## src/hdl/qmm_pkg.sv

```systemverilog
`timescale 1ns / 1ps
// ----------------------------------------------------------------------------
// qmm_pkg
// Shared widths, register indexes and divider step for the quad motor mixer.
// ----------------------------------------------------------------------------
package qmm_pkg;

    // fixed point: 1.0 = 2^FRACTION_BITS
    localparam int FRACTION_BITS = 12;

    // field widths
    localparam int THR_W   = 13;
    localparam int CMD_W   = 14;
    localparam int MV_W    = 16;
    localparam int DRIVE_W = 8;
    localparam int CFG_W   = 16;
    localparam int IDX_W   = 2;

    // sum of four terms needs two extra bits over a command; MIX_W keeps three
    localparam int MIX_W   = CMD_W + 3;
    // a positive mix stays below 2^(MIX_W-2)
    localparam int MIXP_W  = MIX_W - 2;
    localparam int NUM_W   = MIXP_W + MV_W;
    localparam int PROD_W  = NUM_W + DRIVE_W;
    localparam int NQ_W    = PROD_W - FRACTION_BITS;
    localparam int DEN_W   = MV_W + FRACTION_BITS;

    localparam int NUM_LANES = 4;

    // divider: one quotient bit per step
    localparam int DIV_STEPS_PER_STAGE = 2;
    localparam int DIV_STAGES          = DRIVE_W / DIV_STEPS_PER_STAGE;

    // stage 0 mix, 1 multiply, 2 scale, then divider stages
    localparam int NUM_STAGES = 3 + DIV_STAGES;

    typedef logic [NUM_STAGES-1:0] stage_en_t;

    typedef enum logic [IDX_W-1:0] {
        REG_FRAME_LAYOUT  = 2'd0,
        REG_SPIN_REVERSED = 2'd1,
        REG_REFERENCE_MV  = 2'd2
    } cfg_index_t;

    localparam logic [MV_W-1:0] REFERENCE_MV_RESET = 16'd10500;

    typedef struct packed {
        logic [MV_W-1:0] rem;
        logic            qbit;
    } div_step_t;

    // one restoring division step
    function automatic div_step_t div_step(input logic [MV_W-1:0] rem,
                                           input logic            nbit,
                                           input logic [MV_W-1:0] divisor);
        logic [MV_W:0] trial;
        logic [MV_W:0] diff;
        div_step_t     res;
        trial = {rem, nbit};
        diff  = trial - {1'b0, divisor};
        if (trial >= {1'b0, divisor}) begin
            res.rem  = diff[MV_W-1:0];
            res.qbit = 1'b1;
        end else begin
            res.rem  = trial[MV_W-1:0];
            res.qbit = 1'b0;
        end
        return res;
    endfunction

endpackage

```

## src/hdl/qmm_lane.sv

```systemverilog
`timescale 1ns / 1ps
// ----------------------------------------------------------------------------
// qmm_lane
// One motor lane: scales a mix by reference / supply and maps it to a byte.
// ----------------------------------------------------------------------------
module qmm_lane
    import qmm_pkg::*;
(
    input  logic                    aclk,
    input  stage_en_t               stage_en,
    input  logic signed [MIX_W-1:0] mix_in,
    input  logic [MV_W-1:0]         supply_in,
    input  logic [MV_W-1:0]         ref_mv,
    output logic [DRIVE_W-1:0]      drive
);

    // stage 1: mix times reference
    logic [NUM_W-1:0]  num_reg,    num_next;
    logic [MV_W-1:0]   sup1_reg;
    logic              pos1_reg,   pos1_next;

    always_comb begin
        pos1_next = !mix_in[MIX_W-1] && (mix_in != '0) && (ref_mv != '0);
        num_next  = NUM_W'(mix_in[MIXP_W-1:0]) * NUM_W'(ref_mv);
    end

    always_ff @(posedge aclk) begin
        if (stage_en[1]) begin
            num_reg  <= num_next;
            sup1_reg <= supply_in;
            pos1_reg <= pos1_next;
        end
    end

    // stage 2: times 255, drop the fraction, saturation check
    logic [PROD_W-1:0] prod;
    logic [NQ_W-1:0]   nq;
    logic [NUM_W-1:0]  den;
    logic              sat2_next;

    // divider pipeline, index 0 is stage 2
    logic [MV_W-1:0]    rem_reg  [DIV_STAGES+1];
    logic [DRIVE_W-1:0] low_reg  [DIV_STAGES+1];
    logic [DRIVE_W-1:0] q_reg    [DIV_STAGES+1];
    logic [MV_W-1:0]    sup_reg  [DIV_STAGES+1];
    logic               pos_reg  [DIV_STAGES+1];
    logic               sat_reg  [DIV_STAGES+1];

    always_comb begin
        prod      = {num_reg, {DRIVE_W{1'b0}}} - {{DRIVE_W{1'b0}}, num_reg};
        nq        = prod[PROD_W-1:FRACTION_BITS];
        den       = NUM_W'({sup1_reg, {FRACTION_BITS{1'b0}}});
        sat2_next = (num_reg >= den);
    end

    always_ff @(posedge aclk) begin
        if (stage_en[2]) begin
            rem_reg[0] <= nq[DRIVE_W+MV_W-1:DRIVE_W];
            low_reg[0] <= nq[DRIVE_W-1:0];
            q_reg[0]   <= '0;
            sup_reg[0] <= sup1_reg;
            pos_reg[0] <= pos1_reg;
            sat_reg[0] <= sat2_next;
        end
    end

    // divider stages, DIV_STEPS_PER_STAGE quotient bits each
    for (genvar j = 0; j < DIV_STAGES; j++) begin : g_div
        logic [MV_W-1:0]    rem_next;
        logic [DRIVE_W-1:0] low_next;
        logic [DRIVE_W-1:0] q_next;
        div_step_t          st;

        always_comb begin
            rem_next = rem_reg[j];
            low_next = low_reg[j];
            q_next   = q_reg[j];
            st       = '0;
            for (int k = 0; k < DIV_STEPS_PER_STAGE; k++) begin
                st       = div_step(rem_next, low_next[DRIVE_W-1], sup_reg[j]);
                rem_next = st.rem;
                low_next = {low_next[DRIVE_W-2:0], 1'b0};
                q_next   = {q_next[DRIVE_W-2:0], st.qbit};
            end
        end

        always_ff @(posedge aclk) begin
            if (stage_en[3+j]) begin
                rem_reg[j+1] <= rem_next;
                low_reg[j+1] <= low_next;
                q_reg[j+1]   <= q_next;
                sup_reg[j+1] <= sup_reg[j];
                pos_reg[j+1] <= pos_reg[j];
                sat_reg[j+1] <= sat_reg[j];
            end
        end
    end

    // final byte: zero for a non-positive mix or a zero reference, full scale on saturation
    always_comb begin
        if (!pos_reg[DIV_STAGES]) begin
            drive = '0;
        end else if (sat_reg[DIV_STAGES]) begin
            drive = '1;
        end else begin
            drive = q_reg[DIV_STAGES];
        end
    end

endmodule

```

## config.mk

```make
export PLATFORM = sky130hd
export DESIGN_NAME = qmm_lane
export DESIGN_NICKNAME = d
export VERILOG_FILES = /design/src/hdl/qmm_pkg.sv /design/src/hdl/qmm_lane.sv
export SDC_FILE = /design/constraint.sdc
export NUM_CORES = 1
export LEC_CHECK = 0
export ABC_AREA = 1
export BUFFER_PORTS_ARGS = -buffer_cell sky130_fd_sc_hd__buf_4
export CAP_MARGIN = 25
export CORE_MARGIN = 4
export CORE_UTILIZATION = 50
export DETAILED_ROUTE_END_ITERATION = 7
export GPL_TIMING_DRIVEN = 0
export MAX_ROUTING_LAYER = met4
export PLACE_DENSITY = 0.66
export SLEW_MARGIN = 20
export SYNTH_ARGS = -nofsm -noshare
export SYNTH_HDL_FRONTEND = slang
export SYNTH_SLANG_ARGS = --single-unit
```

## constraint.sdc

```tcl
create_clock -name aclk -period 10.9 [get_ports aclk]
set_input_delay 1.09 -clock aclk [delete_from_list [all_inputs] [get_ports aclk]]
set_output_delay 1.09 -clock aclk [all_outputs]
set_load 0.05 [all_outputs]
```

==> flow_metrics.env <==
export IMPL_status="complete, no violations"
export IMPL_final_nets=3887
export IMPL_skew_ns=0.0190
export IMPL_core_area_um2=50400
export IMPL_via_per_inst=5.29
export IMPL_min_period_ns=7.06
export IMPL_r2r_start="sup_reg[0][12]"
export IMPL_clk_path_buf_depth=3
export IMPL_hold_class="reg -> reg"
export IMPL_dieWidth_um=234
export IMPL_synth_xor_area_share=0.0346
export IMPL_grt_pass1_wl_um=111000
export IMPL_hold_viol=0
export IMPL_required_ns=11.20
export IMPL_mostFrequentLayoutCells="nand2_1 (961), inv_1 (671), ha_1 (262), edfxtp_1 (226), nand3_1 (201)"
export IMPL_synth_top_family_by_area="adder cells"
export IMPL_period_share=0.647
export IMPL_drive_gt1_frac=0.0438
export IMPL_fin_setup_tns_ns=0
export IMPL_crit_arrival_ns=7.36
export IMPL_h_tree_depth=1
export IMPL_synth_mux_area_frac=0
export IMPL_reg2reg_to="rem_reg[0][30]"
export IMPL_final_common_cell="nand2_1"
export IMPL_hold_slack_ns=0.404
export IMPL_crit_path_end_kind="register"
export IMPL_ff2ff_path_depth=24
export IMPL_ys_warn_count=0
export IMPL_synth_cell_types=50
export IMPL_synth_area_leaders="edfxtp_1 (27%), fa_1 (15%), nand2_1 (14%)"
export IMPL_drt_iter0_drc=1826
export IMPL_cts_setup_buffers=0
export IMPL_synth_top_area_share=0.265
export IMPL_post_place_ws_ns=3.39
export IMPL_relSlewSlack=0.499
export IMPL_grt_pass1_vias=21400
export IMPL_crit_slowest_cell="clkbuf_1"
export IMPL_n_antenna_cell=0
export IMPL_syn2layout_area_growth_pct=7.52
export IMPL_fin_ws_ns=3.84
export IMPL_synthSimpleGateAreaFrac=0.246
export IMPL_grtUsageTotal=0.265
export IMPL_rows=82
export IMPL_hold_start="low_reg[0][3]"
export IMPL_synth_area_um2=25600
export IMPL_post_drt_wl_per_cell_um=17.1
export IMPL_max_stage_delay_ns=0.56
export IMPL_rsz0062_at_grt="no"
export IMPL_drt_pass1_iter_count=6
export IMPL_fmax_mhz=142
export IMPL_startpoint_type="primary input"
export IMPL_hold_path_end="low_reg[0][13]"
export IMPL_cts_tree="built"
export IMPL_cp_startpoint="mix_in[14]"
export IMPL_clk_latency_ns=0.56
export IMPL_io_buffers=32
export IMPL_cts_resized=0
export IMPL_routabilityCongestion=0.991
export IMPL_worstMarginPinSlew_ns=0.744
export IMPL_start_util=0.508
export IMPL_dp_hpwl_um=58300
export IMPL_synth_compound_area_frac=0.0653
export IMPL_vias=21600
export IMPL_setup_viol=0
export IMPL_die_h_um=234
export IMPL_maxSlewViolCount=0
export IMPL_crit_fanout=10
export IMPL_fp_dieArea_um2=54800
export IMPL_reg2reg_setup_slack_ns=6.34
export IMPL_synth_fp_nets=3828
export IMPL_drv_cap=0
export IMPL_grt_max_degree=49
export IMPL_holdBufCountCts=0
export IMPL_netlist_instances=3322
export IMPL_avgSynthCellArea_um2=7.70
export IMPL_yosysTopAreaCell="edfxtp_1"
export IMPL_grt_overflow=0
export IMPL_final_core_util=0.546
export IMPL_path_class="in -> reg"
export IMPL_crit_chain="clkbuf_1, clkbuf_1, nand2_1, inv_1, fa_1, fa_1, fa_1, fa_1, fa_1, inv_1, fa_1, inv_1, ha_1, nand2_1, inv_1, nand2_1, nor3_1, nand4_1, nand3_1, a21oi_1, xnor2_1"
export IMPL_cts_sinks=226
export IMPL_cts_buffers=25
export IMPL_ant_nets=0
export IMPL_antenna_found_initial=0
export IMPL_synth_seq_area_share=0.265
export IMPL_synthAdderAreaFrac=0.274
export IMPL_io_pins=65
export IMPL_clkSlewWorstSetupHoldPaths_ns=0.07
export IMPL_holdPathStages=0
export IMPL_fill_cells=4872
export IMPL_drt_wl_total_um=69600
export IMPL_root_buffer="clkbuf_16"
export IMPL_ys_ff_latch=226
export IMPL_drc_errors=0
export IMPL_crit_path_frequent_cell="fa_1"
-- per-stage QoR --
step / cells / area [um^2]
6_report: 4072 / 27500
5_1_grt: 4072 / 27500
4_1_cts: 4072 / 27500
3_5_place_dp: 4026 / 26700
3_3_place_gp: 4026 / 26700
2_1_floorplan: 3322 / 25600
-- synthesized netlist by cell type (all sizes together) --
library cell,number
a21o,18
a41oi,1
nand2b,1
o21ai,82
o2111ai,2
a21oi,148
xor2,62
a31oi,12
inv,673
a221oi,1
nand3,204
ha,262
or2,21
xnor2,39
a31o,2
and2,7
nand3b,15
o31ai,3
o31a,1
nor4,16
o221ai,2
clkbuf,65
buf,18
fa,187
a211oi,2
o21bai,7
nor3,31
and3,1
nor2,184
edfxtp,226
a21boi,7
nand4,35
o21a,7
o211ai,2
nor3b,2
nand2,976
-- cells by family after synthesis --
logic type | Yosys count
buffers and inverters | 756
AOI/OAI and AO/OA | 297
adders and majority gates | 449
xor gates and xnor gates | 101
DFF | 226
and+or+nand+nor | 1493
-- routing by layer --
| metal | share of wire | routed length [um] | track usage |
|---|---|---|---|
| met1 | 0.43 | 30200 | 0.345 |
| met5 | 0 | 0 | - |
| met3 | 0.063 | 4360 | 0.0353 |
| met4 | 0.036 | 2510 | 0.0858 |
| met2 | 0.47 | 32500 | 0.431 |
-- worst max-delay path, delay by kind of cell --
family / cells / cell delay, ns
buffers and inverters: 6 / 1.33
and+or+nand+nor: 6 / 1.17
adders and majority gates: 7 / 3.51
AOI/OAI and AO/OA: 1 / 0.11
xor gates and xnor gates: 1 / 0.14
-- worst max path at each step --
stage / end / slack (ns) / depth (start not counted)
floorplan: num_reg[21] / 4.48 / 19
global placement: num_reg[24] / 3.41 / 19
detailed placement: num_reg[28] / 3.39 / 25
CTS: num_reg[28] / 3.95 / 25
global route: num_reg[24] / 3.53 / 21
finish: num_reg[24] / 3.84 / 21
-- layout make-up --
type | instances | area (um^2) | share of cell area
multi-input cells | 2340 | 15900 | 0.577
flip-flops and latches | 226 | 6790 | 0.247
inverters | 673 | 2530 | 0.0918
well taps | 672 | 841 | 0.0306
clock buffers | 26 | 629 | 0.0229
plain buffers | 83 | 393 | 0.0143
repair buffers | 32 | 240 | 0.00873
clock inverters | 20 | 214 | 0.00778
Power is not shown: default switching activity piles up to over one toggle a cycle in this logic, so the estimate is an artifact.
